**src/hw/rtl/jsu_pkg.sv**
```systemverilog
// jsu_pkg: shared types, character codes and helpers for the json string unescaper
// used by jsu_decoder, jsu_serializer and json_string_unescaper_top; no dependencies
package jsu_pkg;

	typedef enum logic [1:0] {
		MODE_WAIT = 2'd0,
		MODE_TEXT = 2'd1,
		MODE_ESC  = 2'd2,
		MODE_HEX  = 2'd3
	} mode_t;

	typedef enum logic [2:0] {
		ST_DATA    = 3'd0,
		ST_DONE    = 3'd1,
		ST_NOQUOTE = 3'd2,
		ST_CTRL    = 3'd3,
		ST_BADESC  = 3'd4,
		ST_BADHEX  = 3'd5,
		ST_UNTERM  = 3'd6
	} status_t;

	localparam logic [7:0] CH_QUOTE  = 8'h22;
	localparam logic [7:0] CH_BSLASH = 8'h5C;
	localparam logic [7:0] CH_SLASH  = 8'h2F;
	localparam logic [7:0] CH_B      = 8'h62;
	localparam logic [7:0] CH_F      = 8'h66;
	localparam logic [7:0] CH_N      = 8'h6E;
	localparam logic [7:0] CH_R      = 8'h72;
	localparam logic [7:0] CH_T      = 8'h74;
	localparam logic [7:0] CH_U      = 8'h75;
	localparam logic [7:0] CH_ZERO   = 8'h30;
	localparam logic [7:0] CH_NUL    = 8'h00;
	localparam logic [7:0] CH_BS     = 8'h08;
	localparam logic [7:0] CH_TAB    = 8'h09;
	localparam logic [7:0] CH_LF     = 8'h0A;
	localparam logic [7:0] CH_FF     = 8'h0C;
	localparam logic [7:0] CH_CR     = 8'h0D;

	// results caused by one input word, up to three
	typedef struct packed {
		logic [1:0] n;
		logic [7:0] b0;
		logic [7:0] b1;
		logic [7:0] b2;
		status_t    status;
	} group_t;

	// {valid, nibble} for an ascii hex digit
	function automatic logic [4:0] hex_nibble(input logic [7:0] b);
		logic [7:0] t;
		logic [4:0] r;
		r = 5'd0;
		if (b >= CH_ZERO && b <= 8'h39) begin
			t = b - CH_ZERO;
			r = {1'b1, t[3:0]};
		end else if (b >= 8'h61 && b <= CH_F) begin
			t = b - 8'h57;
			r = {1'b1, t[3:0]};
		end else if (b >= 8'h41 && b <= 8'h46) begin
			t = b - 8'h37;
			r = {1'b1, t[3:0]};
		end
		return r;
	endfunction

endpackage

```
**src/hw/rtl/jsu_decoder.sv**
```systemverilog
// jsu_decoder: parse state and per-word decode into a result group
// depends on jsu_pkg
module jsu_decoder (
	input  logic           clk,
	input  logic           arst_n,
	input  logic           advance,
	input  logic [7:0]     byte_s1,
	output jsu_pkg::group_t grp
);

	jsu_pkg::mode_t mode_q, mode_d;
	logic [1:0]     cnt_q, cnt_d;
	logic [15:0]    cp_q, cp_d;
	logic [4:0]     hx;
	logic [15:0]    cp_new;

	assign hx     = jsu_pkg::hex_nibble(byte_s1);
	assign cp_new = {cp_q[11:0], hx[3:0]};

	always_ff @(posedge clk or negedge arst_n) begin
		if (!arst_n) begin
			mode_q <= jsu_pkg::MODE_WAIT;
			cnt_q  <= 2'd0;
			cp_q   <= 16'd0;
		end else if (advance) begin
			mode_q <= mode_d;
			cnt_q  <= cnt_d;
			cp_q   <= cp_d;
		end
	end

	// next state
	always_comb begin
		mode_d = jsu_pkg::MODE_WAIT;
		cnt_d  = 2'd0;
		cp_d   = 16'd0;
		unique case (mode_q)
			jsu_pkg::MODE_WAIT: begin
				if (byte_s1 == jsu_pkg::CH_QUOTE) mode_d = jsu_pkg::MODE_TEXT;
			end
			jsu_pkg::MODE_TEXT: begin
				if (byte_s1 == jsu_pkg::CH_BSLASH) mode_d = jsu_pkg::MODE_ESC;
				else if (byte_s1 == jsu_pkg::CH_QUOTE || byte_s1 == jsu_pkg::CH_NUL
					|| byte_s1 == jsu_pkg::CH_LF || byte_s1 == jsu_pkg::CH_CR
					|| byte_s1 == jsu_pkg::CH_TAB || byte_s1 == jsu_pkg::CH_BS
					|| byte_s1 == jsu_pkg::CH_FF) mode_d = jsu_pkg::MODE_WAIT;
				else mode_d = jsu_pkg::MODE_TEXT;
			end
			jsu_pkg::MODE_ESC: begin
				priority case (byte_s1)
					jsu_pkg::CH_QUOTE, jsu_pkg::CH_BSLASH, jsu_pkg::CH_SLASH,
					jsu_pkg::CH_B, jsu_pkg::CH_F, jsu_pkg::CH_N,
					jsu_pkg::CH_R, jsu_pkg::CH_T: mode_d = jsu_pkg::MODE_TEXT;
					jsu_pkg::CH_U:                mode_d = jsu_pkg::MODE_HEX;
					default:                      mode_d = jsu_pkg::MODE_WAIT;
				endcase
			end
			jsu_pkg::MODE_HEX: begin
				if (byte_s1 != jsu_pkg::CH_NUL && hx[4]) begin
					if (cnt_q == 2'd3) begin
						mode_d = jsu_pkg::MODE_TEXT;
					end else begin
						mode_d = jsu_pkg::MODE_HEX;
						cnt_d  = cnt_q + 2'd1;
						cp_d   = cp_new;
					end
				end
			end
			default: mode_d = jsu_pkg::MODE_WAIT;
		endcase
	end

	// result group for this word
	always_comb begin
		grp        = '0;
		grp.status = jsu_pkg::ST_DATA;
		unique case (mode_q)
			jsu_pkg::MODE_WAIT: begin
				if (byte_s1 != jsu_pkg::CH_QUOTE) begin
					grp.n      = 2'd1;
					grp.status = jsu_pkg::ST_NOQUOTE;
				end
			end
			jsu_pkg::MODE_TEXT: begin
				grp.n = 2'd1;
				if (byte_s1 == jsu_pkg::CH_QUOTE) grp.status = jsu_pkg::ST_DONE;
				else if (byte_s1 == jsu_pkg::CH_NUL) grp.status = jsu_pkg::ST_UNTERM;
				else if (byte_s1 == jsu_pkg::CH_LF || byte_s1 == jsu_pkg::CH_CR
					|| byte_s1 == jsu_pkg::CH_TAB || byte_s1 == jsu_pkg::CH_BS
					|| byte_s1 == jsu_pkg::CH_FF) grp.status = jsu_pkg::ST_CTRL;
				else if (byte_s1 == jsu_pkg::CH_BSLASH) grp.n = 2'd0;
				else grp.b0 = byte_s1;
			end
			jsu_pkg::MODE_ESC: begin
				grp.n = 2'd1;
				priority case (byte_s1)
					jsu_pkg::CH_QUOTE, jsu_pkg::CH_BSLASH,
					jsu_pkg::CH_SLASH: grp.b0 = byte_s1;
					jsu_pkg::CH_B:     grp.b0 = jsu_pkg::CH_BS;
					jsu_pkg::CH_F:     grp.b0 = jsu_pkg::CH_FF;
					jsu_pkg::CH_N:     grp.b0 = jsu_pkg::CH_LF;
					jsu_pkg::CH_R:     grp.b0 = jsu_pkg::CH_CR;
					jsu_pkg::CH_T:     grp.b0 = jsu_pkg::CH_TAB;
					jsu_pkg::CH_U:     grp.n = 2'd0;
					jsu_pkg::CH_NUL:   grp.status = jsu_pkg::ST_UNTERM;
					default:           grp.status = jsu_pkg::ST_BADESC;
				endcase
			end
			jsu_pkg::MODE_HEX: begin
				if (byte_s1 == jsu_pkg::CH_NUL) begin
					grp.n      = 2'd1;
					grp.status = jsu_pkg::ST_UNTERM;
				end else if (!hx[4]) begin
					grp.n      = 2'd1;
					grp.status = jsu_pkg::ST_BADHEX;
				end else if (cnt_q == 2'd3) begin
					// utf-8 encode of the finished code point
					if (cp_new < 16'h0080) begin
						grp.n  = 2'd1;
						grp.b0 = cp_new[7:0];
					end else if (cp_new < 16'h0800) begin
						grp.n  = 2'd2;
						grp.b0 = {3'b110, cp_new[10:6]};
						grp.b1 = {2'b10, cp_new[5:0]};
					end else begin
						grp.n  = 2'd3;
						grp.b0 = {4'b1110, cp_new[15:12]};
						grp.b1 = {2'b10, cp_new[11:6]};
						grp.b2 = {2'b10, cp_new[5:0]};
					end
				end
			end
			default: grp.n = 2'd0;
		endcase
	end

	a_cnt_only_hex: assert property (@(posedge clk) disable iff (!arst_n)
		cnt_q != 2'd0 |-> mode_q == jsu_pkg::MODE_HEX)
		else $error("digit count set outside hex mode");

	a_cp_only_hex: assert property (@(posedge clk) disable iff (!arst_n)
		mode_q != jsu_pkg::MODE_HEX |-> cp_q == 16'd0)
		else $error("code point left over outside hex mode");

	a_group_size: assert property (@(posedge clk) disable iff (!arst_n)
		grp.n == 2'd3 |-> mode_q == jsu_pkg::MODE_HEX && cnt_q == 2'd3)
		else $error("three-byte group outside final hex digit");

endmodule

```
**src/hw/rtl/jsu_serializer.sv**
```systemverilog
// jsu_serializer: result buffer that sends a group out one word per cycle while out_stall is low
// depends on jsu_pkg
module jsu_serializer (
	input  logic            clk,
	input  logic            arst_n,
	input  logic            load,
	input  jsu_pkg::group_t grp,
	input  logic            out_stall,
	output logic            free,
	output logic            out_valid,
	output logic [7:0]      out_byte,
	output logic [2:0]      status,
	output logic            last_of_run
);

	logic [1:0]      n_q;
	logic [7:0]      b0_q, b1_q, b2_q;
	jsu_pkg::status_t st_q;
	logic            take;

	assign out_valid   = n_q != 2'd0;
	assign take        = out_valid && !out_stall;
	assign free        = (n_q == 2'd0) || (n_q == 2'd1 && take);
	assign out_byte    = b0_q;
	assign status      = st_q;
	assign last_of_run = n_q == 2'd1;

	always_ff @(posedge clk or negedge arst_n) begin
		if (!arst_n) begin
			n_q <= 2'd0;
		end else if (load) begin
			n_q <= grp.n;
		end else if (take) begin
			n_q <= n_q - 2'd1;
		end
	end

	// payload shifts toward b0 as words leave
	always_ff @(posedge clk) begin
		if (load) begin
			b0_q <= grp.b0;
			b1_q <= grp.b1;
			b2_q <= grp.b2;
			st_q <= grp.status;
		end else if (take) begin
			b0_q <= b1_q;
			b1_q <= b2_q;
		end
	end

	a_load_when_free: assert property (@(posedge clk) disable iff (!arst_n)
		load |-> free)
		else $error("group loaded over pending words");

	a_error_single: assert property (@(posedge clk) disable iff (!arst_n)
		out_valid && status != jsu_pkg::ST_DATA |-> last_of_run && out_byte == 8'd0)
		else $error("status word not alone or not zero");

endmodule

```
**src/hw/rtl/json_string_unescaper_top.sv**
```systemverilog
// json_string_unescaper_top: streaming json string literal decoder
// depends on jsu_pkg, jsu_decoder, jsu_serializer
//
//  channel | direction | handshake           | payload
//  in      | sink      | in_valid / in_stall | in_byte
//  out     | source    | out_valid/out_stall | out_byte, status, last_of_run
//
// one input word per cycle while in_stall is low; a word waits in the input register, and
// its results (zero to three) go to the output buffer in the same edge that it leaves it
// a \uXXXX escape that encodes to two or three utf-8 bytes can stall the next word that has
// results, since the output buffer drains one word per cycle while out_stall is low
// reset clears parse state and both valid flags; no clearing pass
// in_stall follows out_stall combinationally through the buffer's free signal
module json_string_unescaper_top (
	input  logic       clk,
	input  logic       arst_n,
	input  logic       in_valid,
	output logic       in_stall,
	input  logic [7:0] in_byte,
	output logic       out_valid,
	input  logic       out_stall,
	output logic [7:0] out_byte,
	output logic [2:0] status,
	output logic       last_of_run
);

	logic            valid_s1;
	logic [7:0]      byte_s1;
	logic            advance;
	logic            free;
	jsu_pkg::group_t grp;

	// a word with no results never waits on the buffer
	assign advance  = valid_s1 && (grp.n == 2'd0 || free);
	assign in_stall = valid_s1 && !advance;

	always_ff @(posedge clk or negedge arst_n) begin
		if (!arst_n) begin
			valid_s1 <= 1'b0;
		end else if (!in_stall) begin
			valid_s1 <= in_valid;
		end
	end

	always_ff @(posedge clk) begin
		if (in_valid && !in_stall) begin
			byte_s1 <= in_byte;
		end
	end

	jsu_decoder u_dec (
		.clk     (clk),
		.arst_n  (arst_n),
		.advance (advance),
		.byte_s1 (byte_s1),
		.grp     (grp)
	);

	jsu_serializer u_ser (
		.clk         (clk),
		.arst_n      (arst_n),
		.load        (advance && grp.n != 2'd0),
		.grp         (grp),
		.out_stall   (out_stall),
		.free        (free),
		.out_valid   (out_valid),
		.out_byte    (out_byte),
		.status      (status),
		.last_of_run (last_of_run)
	);

endmodule

```
**config.mk**
```make
export PLATFORM = sky130hd
export DESIGN_NAME = json_string_unescaper_top
export DESIGN_NICKNAME = d
export VERILOG_FILES = /design/src/hw/rtl/jsu_pkg.sv /design/src/hw/rtl/jsu_decoder.sv /design/src/hw/rtl/jsu_serializer.sv /design/src/hw/rtl/json_string_unescaper_top.sv
export SDC_FILE = /design/constraint.sdc
export NUM_CORES = 1
export LEC_CHECK = 0
export ABC_AREA = 0
export BUFFER_PORTS_ARGS = -buffer_cell sky130_fd_sc_hd__buf_2
export CAP_MARGIN = 20
export CORE_ASPECT_RATIO = 2
export CORE_UTILIZATION = 30
export CTS_BUF_LIST = sky130_fd_sc_hd__clkbuf_8
export DETAILED_ROUTE_END_ITERATION = 16
export HOLD_SLACK_MARGIN = 0.05
export SLEW_MARGIN = 25
export SYNTH_ARGS = -nofsm -noshare
export SYNTH_HDL_FRONTEND = slang
export SYNTH_SLANG_ARGS = --single-unit
export TNS_END_PERCENT = 30
```
**constraint.sdc**
```tcl
create_clock -name clk -period 8.74 [get_ports clk]
set_clock_uncertainty 0.1 [all_clocks]
set_input_delay 1.311 -clock clk [delete_from_list [all_inputs] [get_ports clk]]
set_output_delay 1.311 -clock clk [all_outputs]
set_load 0.005 [all_outputs]
```
# Word-level counts from Yosys, hierarchy flattened
# Cells that the tools add are included.
[word_totals] ff_bits=54 latch_bits=0 ramBits=0 rom_bits=0 in_bits=12 output_inout_bits=14 n_memories=0
[op_classes] addsub=5 n_mul=0 div_mod_pow=0 order_cmp=8 eq_ne=20 shift=0 muxes=50 n_bitwise=3 n_reduce_logical=38
[op_table] cell="8-bit by 7-bit equality test with 1-bit output (second input constant)" n=7
[op_table] cell="24-bit 2-to-1 mux" n=2
[op_table] cell="8-bit 2-to-1 mux" n=6
[op_table] cell="8-bit one-hot mux with 6 select lines" n=1
[op_table] cell="8-bit by 4-bit equality test with 1-bit output (second input constant)" n=5
[op_table] cell="12-bit 2-to-1 mux" n=3
[op_table] cell="16-bit 2-to-1 mux" n=2
[op_table] cell="10-bit 2-to-1 mux" n=3
[op_table] cell="26-bit 2-to-1 mux" n=1
[op_table] cell="2-bit 2-to-1 mux" n=12
[op_table] cell="8-bit one-hot mux with 3 select lines" n=1
[op_table] cell="17-bit 2-to-1 mux" n=1
[op_table] cell="8-bit by 6-bit equality test with 1-bit output (second input constant)" n=2
[op_table] cell="8-bit by 7-bit greater-or-equal comparator with 1-bit output (second input constant)" n=2
[op_table] cell="8-bit by 7-bit less-or-equal comparator with 1-bit output (second input constant)" n=2
[op_table] cell="16-bit by 12-bit < comparator with 1-bit output (second input constant)" n=1
[op_table] cell="16-bit by 8-bit < comparator with 1-bit output (second input constant)" n=1
[op_table] cell="2-bit one-hot mux with 4 select lines" n=2
[op_table] cell="5-bit 2-to-1 mux" n=3
[op_table] cell="1-bit logical OR" n=12
[op_table] cell="3-bit 2-to-1 mux" n=4
[op_table] cell="3-bit one-hot mux with 4 select lines" n=1
[op_table] cell="1-bit logical AND" n=10
[op_table] cell="9-bit 2-to-1 mux" n=1
[op_table] cell="other kinds (23)" n=39

# Depth between registers and ports, before layout
# Gate-level depths: netlist of run 1.
[depth] depth_word=19 depth_mapped=11 ltp_nobuf=9

# Hierarchy
# A second synthesis of run 1 with hierarchy kept.
[hier_totals] cells_unflattened=294 hier_area_um2=3158.0
[by_module_without_submodules] module="jsu_decoder" n_inst=1 cells_each=214 area_per_inst_um2=1695.4 seq_area_each_um2=400.4
[by_module_without_submodules] module="jsu_serializer" n_inst=1 cells_each=63 area_per_inst_um2=1151.1 seq_area_each_um2=860.8
[by_module_without_submodules] module="json_string_unescaper_top" n_inst=1 cells_each=17 area_per_inst_um2=311.5 seq_area_each_um2=265.3

# Worst setup path after synthesis of run 1
# No wires, ideal clock.
[synth_timing] path_type="register to output" startpoint="register byte_s1[0]" endpoint="output in_stall" arrival_ns=2.107 required_ns=7.329 slack_ns=5.222 stages_incl_launch_ff=10 n_path_buf=1 cell_sequence="edfxtp_1 -> inv_1 -> ha_1 -> buf_2 -> and3_1 -> and4_1 -> a22oi_1 -> o21ai_0 -> nand2_1 -> and3_1"
[synth_via] elab_chain_cells=17 word_cells_on_any_way=48 cone_classes="3 x add/sub; 8 x order compare; 9 x eq/ne; 15 x mux; 13 x reduce/logical"
[synth_rtl] item="start: declaration" line="json_string_unescaper_top.sv:28" source="logic [7:0] byte_s1;"
[synth_rtl] item="start signal: assignment" line="json_string_unescaper_top.sv:47" source="byte_s1 <= in_byte;"
[synth_rtl] item="8-bit by 7-bit greater-or-equal comparator with 1-bit output or 8-bit by 7-bit less-or-equal comparator with 1-bit output (tied branches)" line="jsu_pkg.sv:59" source="end else if (b >= 8'h41 && b <= 8'h46) begin"
[synth_rtl] item="1-bit logical AND" line="jsu_pkg.sv:59"
[synth_rtl] item="5-bit 2-to-1 mux" line="jsu_pkg.sv:59"
[synth_rtl] item="5-bit 2-to-1 mux" line="jsu_pkg.sv:56" source="end else if (b >= 8'h61 && b <= CH_F) begin"
[synth_rtl] item="5-bit 2-to-1 mux" line="jsu_pkg.sv:53" source="if (b >= CH_ZERO && b <= 8'h39) begin"
[synth_rtl] item="16-bit by 12-bit < comparator with 1-bit output" line="jsu_decoder.sv:121" source="end else if (cp_new < 16'h0800) begin"
[synth_rtl] item="17-bit 2-to-1 mux" line="jsu_decoder.sv:121"
[synth_rtl] item="10-bit 2-to-1 mux" line="jsu_decoder.sv:118" source="if (cp_new < 16'h0080) begin"
[synth_rtl] item="26-bit 2-to-1 mux" line="jsu_decoder.sv:116" source="end else if (cnt_q == 2'd3) begin"
[synth_rtl] item="2-bit 2-to-1 mux" line="jsu_decoder.sv:113" source="end else if (!hx[4]) begin"
[synth_rtl] item="2-bit 2-to-1 mux" line="jsu_decoder.sv:110" source="if (byte_s1 == jsu_pkg::CH_NUL) begin"
[synth_rtl] item="2-bit one-hot mux with 4 select lines *" line="jsu_decoder.sv:77" source="unique case (mode_q)"
[synth_rtl] item="2-bit zero test *" line="json_string_unescaper_top.sv:34" source="assign advance = valid_s1 && (grp.n == 2'd0 || free);"
[synth_rtl] item="1-bit logical OR *" line="json_string_unescaper_top.sv:34"
[synth_rtl] item="1-bit logical AND *" line="json_string_unescaper_top.sv:34"
[synth_rtl] item="1-bit zero test *" line="json_string_unescaper_top.sv:35" source="assign in_stall = valid_s1 && !advance;"
[synth_rtl] item="1-bit logical AND *" line="json_string_unescaper_top.sv:35"
[synth_rtl] item="end: declaration" line="json_string_unescaper_top.sv:18" source="output logic in_stall,"
# Every way passes the cells marked *; elsewhere a longest branch is shown, timed or not.

# Worst setup path in the final report of run 1
# Same ends and word-level chain as after synthesis.

==> summary.txt, run 1 <==
Route
  • Antenna-violating nets left: 0
  • Total wire length: between 8000 and 9000 µm
  • 1st-iter DRT viols: between 150 and 200
  • DR vias/cell: 5.471
  • Drt drc: 0
  • Top Metal Used: met4
  • Met2 wire len: approximately 4600 µm
  • Routed length on met1: 2981 µm
  • First-pass DRT Iterations: 4
  • DR vias: 2522
  • WL/cell: ~18 µm
  • Met3 WL: between 200 and 300 µm

Min path
  • Worst Hold Launch: u_dec.cnt_q[0]
  • WHS Endpoint: u_dec.cnt_q[0]
  • Worst Hold Class: flop to flop
  • Hold Path Cell Cnt: 1

Critical path
  • FF-to-FF End: u_ser.out_byte[4]
  • CP Max Fanout: 10
  • Worst Setup Path Type: flop to output pin
  • Worst path most repeated cell: nand2_1
  • Worst Path Required: approximately 7300 ps
  • CP Cell Sequence: inv_1 -> ha_1 -> o21ba_2 -> o21ai_0 -> a211oi_2 -> nand2_1 -> nand2_1 -> and3_1 -> buf_2
  • Max incr delay on CP: 590 ps
  • Critical-path top delay cell: a211oi_2
  • RR Startpoint: byte_s1[0]
  • CP delay by family, top: compound AO/OA/AOI/OAI gates
  • FF-to-FF setup slack: approximately 5300 ps
  • Cells on worst reg2reg path: 9
  • Setup crit end kind: output pin
  • Crit start category: flop
  • WP buf/inv: 2
  • Crit path DAT: slightly below 3000 ps

Place
  • Post-DP HPWL: 6427 µm
  • Final Wtd Congestion: just over 0.9
  • IO Port Bufs: 25

STA
  • Final min period: 4386 ps
  • Unrepaired setup endpoints after global routing: no
  • Fin. max-slew vios: 0
  • Endpoints failing setup: 0
  • Worst Max-Slew Pin Slew: 934.3 ps
  • Tcrit/Tclk final: 0.5018
  • Max Clk Rate: around 230 MHz
  • Setup TNS: 0 ps
  • Final Hold Viols: 0
  • Worst rel slew slack: 0.3719

Logic synthesis
  • Ys flop type: edfxtp_1
  • Dominant cells by area after synthesis: edfxtp_1 (32%), dfrtp_1 (15%), nor2_1 (3.1%), a21oi_1 (3.0%), o21ai_0 (3.0%)
  • Synth warn: 0
  • Post-synth EDFFs: 33
  • Cell count after synthesis: between 300 and 400
  • Post-synthesis register bit count: between 50 and 60
  • Ys async rst share: 0.3654
  • Synth top area share: 0.3177
  • Synth unique cells: between 70 and 80
  • Seq/Total Area, Yosys: 0.4701
  • Syn Std Cell Area: 3119 µm²
  • Avg Synthesized Cell Area: slightly above 10 µm²
  • Dominant cell type by area after synthesis: edfxtp_1
  • Syn nets: about 320

Run status
  • Status: finished clean

Global route
  • Global-route wire length before repair: around 13000 µm
  • Vias in the first global route: ~2500
  • Largest net degree at the start of global routing: 22
  • GR Overflow Total: 0
  • Antenna violations before repair: 0
  • Total GRT Usage: 0.1655

Clock tree
  • Clock Path Buffers: 2
  • TritonCTS buffer count: 5
  • Clk_lat worst skew: 320 ps
  • Root Buffer: clkbuf_8
  • Setup bufs post-CTS: 0
  • CTS tree: done
  • # H-tree levels: 2
  • Hold_buf cts: 0
  • Cts repair resizes: 0
  • CTS clk-pin slew, worst paths: approximately 100 ps
  • Sink Count: between 50 and 60

Cells and area
  • Share of cells above drive strength 1: 0.1871
  • Nets: approximately 340
  • Most frequent cells in the layout: edfxtp_1 (33), nor2_1 (26), buf_2 (25)
  • Multi-input logic area: ~1500 µm²
  • Ant. Diodes: 0
  • FF/Latch Area: 1466 µm²
  • Most common cell after layout, fill and taps aside: edfxtp_1
  • Fillers: around 1000
  • Layout overhead on the synthesized area: 11.07%

Power and ir drop
  • Tot Pwr: ~990 µW
  • Static Leak: about 0.0013 µW
  • Pwr/cell area: around 290 nW/µm²
  • VDD IR max: approximately 0.1 mV

Floorplan
  • Area of the die: 10830 µm²
  • Total I/O pin count: 26
  • Core area: 10080 µm²
  • Row cnt: 52
  • Initial Util: 0.3093
  • Die height: around 150 µm
  • Die X: between 70 and 80 µm

Flow run
  • Max-cap violations: 0
==> synth_stat cells, types with 2 or more instances <==
master / number
a221oi_1: 4
clkbuf_1: 3
and3_1: 4
or3b_2: 2
nand4_1: 3
nor4_2: 2
o211ai_1: 7
and4b_1: 2
o21bai_1: 2
nand3_1: 8
mux2_2: 3
a22oi_1: 4
a22o_1: 7
mux2i_1: 2
dfrtp_1: 19
nor3_2: 2
nor2b_1: 3
a31oi_1: 6
o2bb2ai_1: 7
nor3_1: 6
ha_1: 7
inv_1: 19
nand2_1: 23
mux2_4: 5
buf_2: 4
nor2_1: 26
nor4_1: 2
or2_2: 2
edfxtp_1: 33
a21oi_1: 19
o21ai_0: 19
o22ai_1: 5
a21o_1: 3
==> worst max-delay path by stage <==
| stage | end | cells past startpoint | slack (ps) | startpoint |
|---|---|---|---|---|
| after floorplan | in_stall | 9 | 5220 | byte_s1[0] |
| after global placement | in_stall | 9 | 4870 | byte_s1[0] |
| after detailed placement | in_stall | 9 | 4770 | byte_s1[0] |
| after CTS | in_stall | 9 | 4390 | byte_s1[0] |
| after global routing | in_stall | 9 | 4110 | byte_s1[0] |
| final | in_stall | 9 | 4350 | byte_s1[0] |
==> metrics by stage <==
stage	worst slack (ps)	cells	util	hold slack, ps	cell area (µm²)
finish	4354	461	0.3435	400.1	3465
global placement	4866	453	0.3335	367.8	3363
detailed placement	4770	453	0.3335	387.9	3363
CTS	4394	461	0.3429	401.5	3458
floorplan	5222	302	-	357.3	3119
global route	4112	461	0.3435	415.6	3465
==> where the power goes <==
group	switching [µW]	internal, µW
Combinational	248	161
Sequential	62.0	376
Clock	81.9	63.9
Total	392	601
==> registers in the layout, indices dropped and copies added (netlist names) <==
register and flops:
u_dec.mode_q 2, u_ser.b2_q 7, u_ser.b1_q 7, u_ser.n_q 2, u_dec.cp_q 12, u_ser.out_byte 8
u_ser.status 3, byte_s1 8, u_dec.cnt_q 2, valid_s1 1
==> kinds of logic (layout without fill, tap and decap cells) <==
kind of cell             Yosys count  count (layout)  share of synthesized area
AO/OA/AOI/OAI                    102             102                     0.2343
AND/OR/NAND/NOR                  102             102                     0.1861
flip-flops                        52              52                     0.4701
buffers and inverters             29              53                    0.04011
multiplexers                      10              10                    0.04131
adder cells (fa/ha/maj)            7               7                    0.02808
==> final cells by class <==
| cell class | instances | share of cell area |
|---|---|---|
| Clock buffer | 6 | 0.02384 |
| Clock inverter | 2 | 0.003611 |
| Inverter | 20 | 0.02167 |
| Multi-Input combinational cell | 221 | 0.4428 |
| Sequential cell | 52 | 0.4233 |
| Tap cell | 135 | 0.04875 |
| Timing Repair Buffer | 25 | 0.03611 |
==> routing by layer <==
layer / global-route usage / vias up
li1: - / 1212
met1: 0.1692 / 1208
met5: 0 / -
met4: 0.09712 / 0
met3: 0.02553 / 27
met2: 0.3009 / 75
Power figures use the tool's default switching activity.
==> inputs of run 2 (changes only) <==
- clock period: 8.74 -> 3.9 ns (I/O delays scaled with it)
==> run 2 against run 1 <==
  * Worst hold slack worse by 290 ps
  * First-iteration DRC count is 36% higher
  * Largest cell class unchanged
  * Largest power group unchanged
  * Critical path type unchanged
  * Sequential share of layout area shrank 0.48 points
  * Highest routed layer unchanged
==> summary.txt, run 2 (synthesis gave the netlist of run 1 again) <==
Run status
  • Status: finished clean (unchanged)

Global route
  • Global-route wire length before repair: 14030 µm (was 13270 µm)
  • Largest net degree at the start of global routing: 22 (unchanged)
  • Total GRT Usage: 0.1749 (was 0.1655)
  • Antenna violations before repair: 0 (unchanged)
  • GR Overflow Total: 0 (unchanged)
  • Vias in the first global route: 2672 (was 2488)

Cells and area
  • Layout overhead on the synthesized area: 12.35% (was 11.07%)
  • Most frequent cells in the layout: edfxtp_1 (33), nor2_1 (26), buf_2 (25) (unchanged)
  • Share of cells above drive strength 1: 0.2018 (was 0.1871)
  • Nets: 350 (was 344)
  • Number of flip-flops in the largest register: 12 (unchanged)
  • Largest reg by FF count: u_dec.cp_q (unchanged)
  • Final Cell Area: 3505 µm² (was 3465 µm²)
  • Most common cell after layout, fill and taps aside: edfxtp_1 (unchanged)
  • Ant. Diodes: 0 (unchanged)

Critical path
  • Critical-path top delay cell: edfxtp_1 (was a211oi_2)
  • CP Max Fanout: 10 (unchanged)
  • WP buf/inv: 2 (unchanged)
  • CP Cell Sequence: inv_1 -> ha_1 -> and3_1 -> and4_1 -> o32ai_2 -> o21ai_0 -> nand2_1 -> and3_1 -> buf_2 (was inv_1 -> ha_1 -> o21ba_2 -> o21ai_0 -> a211oi_2 -> nand2_1 -> nand2_1 -> and3_1 -> buf_2)
  • Crit path DAT: 2900 ps (was 2970 ps)
  • CP delay by family, top: simple AND/OR/NAND/NOR gates (was compound AO/OA/AOI/OAI gates)
  • Crit start category: flop (unchanged)
  • Setup crit end kind: output pin (unchanged)
  • Worst Path Required: 3210 ps (was 7330 ps)
  • Worst Setup Path Type: flop to output pin (unchanged)
  • Max incr delay on CP: 510 ps (was 590 ps)
  • Worst path most repeated cell: and3_1 (was nand2_1)

Clock tree
  • CTS tree: done (unchanged)
  • # H-tree levels: 2 (unchanged)
  • Cts repair resizes: 0 (unchanged)
  • CTS clk-pin slew, worst paths: 110 ps (was 100 ps)
  • TritonCTS buffer count: 5 (unchanged)
  • Root Buffer: clkbuf_8 (unchanged)
  • Setup bufs post-CTS: 0 (unchanged)
  • Clock Path Buffers: 2 (unchanged)
  • Sink Count: 52 (unchanged)
  • Hold_buf cts: 0 (unchanged)
  • Clk_lat worst skew: 330 ps (was 320 ps)

STA
  • Final Hold Viols: 0 (unchanged)
  • Tcrit/Tclk final: 0.9198
  • Setup TNS: 0 ps (unchanged)
  • Fin. max-slew vios: 0 (unchanged)
  • Final min period: between 3000 and 4000 ps
  • Unrepaired setup endpoints after global routing: no (unchanged)
  • Endpoints failing setup: 0 (unchanged)
  • Worst Max-Slew Pin Slew: 758.4 ps (was 934.3 ps)
  • Max Clk Rate: 278.8 MHz
  • Worst rel slew slack: 0.4902 (was 0.3719)

Floorplan
  • Total I/O pin count: 26 (unchanged)
  • Die X: 74.10 µm (unchanged)
  • Initial Util: 0.3093 (unchanged)
  • Die height: 146.2 µm (unchanged)
  • Row cnt: 52 (unchanged)
  • Core area: 10080 µm² (unchanged)
  • Area of the die: 10830 µm² (unchanged)

Place
  • Final Wtd Congestion: 0.9851 (was 0.9225)
  • Placed Area: 3408 µm² (was 3363 µm²)
  • IO Port Bufs: 25 (unchanged)
  • Post-DP HPWL: 6760 µm (was 6427 µm)

Route
  • DR vias/cell: 5.730 (was 5.471)
  • First-pass DRT Iterations: 4 (unchanged)
  • DR vias: 2676 (was 2522)
  • Antenna-violating nets left: 0 (unchanged)
  • Total wire length: 8781 µm (was 8275 µm)
  • Drt drc: 0 (unchanged)
  • 1st-iter DRT viols: 207 (was 152)
  • WL/cell: 18.80 µm (was 17.95 µm)

Flow run
  • Max-cap violations: 0 (unchanged)

Power and ir drop
  • Pwr/cell area: 652.2 nW/µm² (was 286.5 nW/µm²)
  • VDD IR max: 0.2525 mV (was 0.1030 mV)
  • Static Leak: 0.001364 µW (was 0.001341 µW)

Min path
  • Worst Hold Class: input port to async pin (was flop to flop)
==> run 2: area by class of cell <==
type                       count  area (µm²)
multi-input combinational    221        1528
clock inverter                 3       27.53
fill                        1021        6580
tap                          135       168.9
inverter                      20       75.07
clock buffer                   5       68.82
timing repair buffer          31       170.2
sequential                    52        1466
==> run 2: where the power goes <==
| group | internal [µW] | switching (µW) |
|---|---|---|
| sequential | 840 | 147 |
| combinational | 384 | 571 |
| clock | 132 | 211 |
| total | 1360 | 930 |
==> run 2: worst paths after layout <==
kind	end	slack (ps)	from	depth (start not counted)
max	in_stall	310	byte_s1[0]	9
max reg2reg	u_ser.out_byte[5]	590	byte_s1[0]	9
max in group asynchronous	u_dec.cp_q[11]	3240	arst_n	1
min	valid_s1	110	arst_n	1
min reg2reg	u_dec.cnt_q[0]	400	u_dec.cnt_q[0]	1
min in group clk	byte_s1[5]	320	in_byte[5]	1
==> run 2: routing by layer <==
layer	global-route usage	vias up	wire, µm
met4	0.1135	0	588
met2	0.3118	103	4751
met1	0.1793	1313	3102
met3	0.02830	40	338
met5	0	-	0
li1	-	1220	-
==> run 2: metrics by stage <==
step | setup slack, ps | hold slack, ps | utilization | std cells | total power (µW)
after detailed placement | 619.1 | 386.0 | 0.3380 | 459 | 1947
final | 312.9 | 106.6 | 0.3475 | 467 | 2286
after floorplan | 1020 | 189.4 | - | 302 | 1615
after global placement | 720.6 | 381.1 | 0.3380 | 459 | 1936
after global routing | 18.59 | 145.2 | 0.3475 | 467 | 2427
after CTS | 292.9 | 121.0 | 0.3475 | 467 | 2294
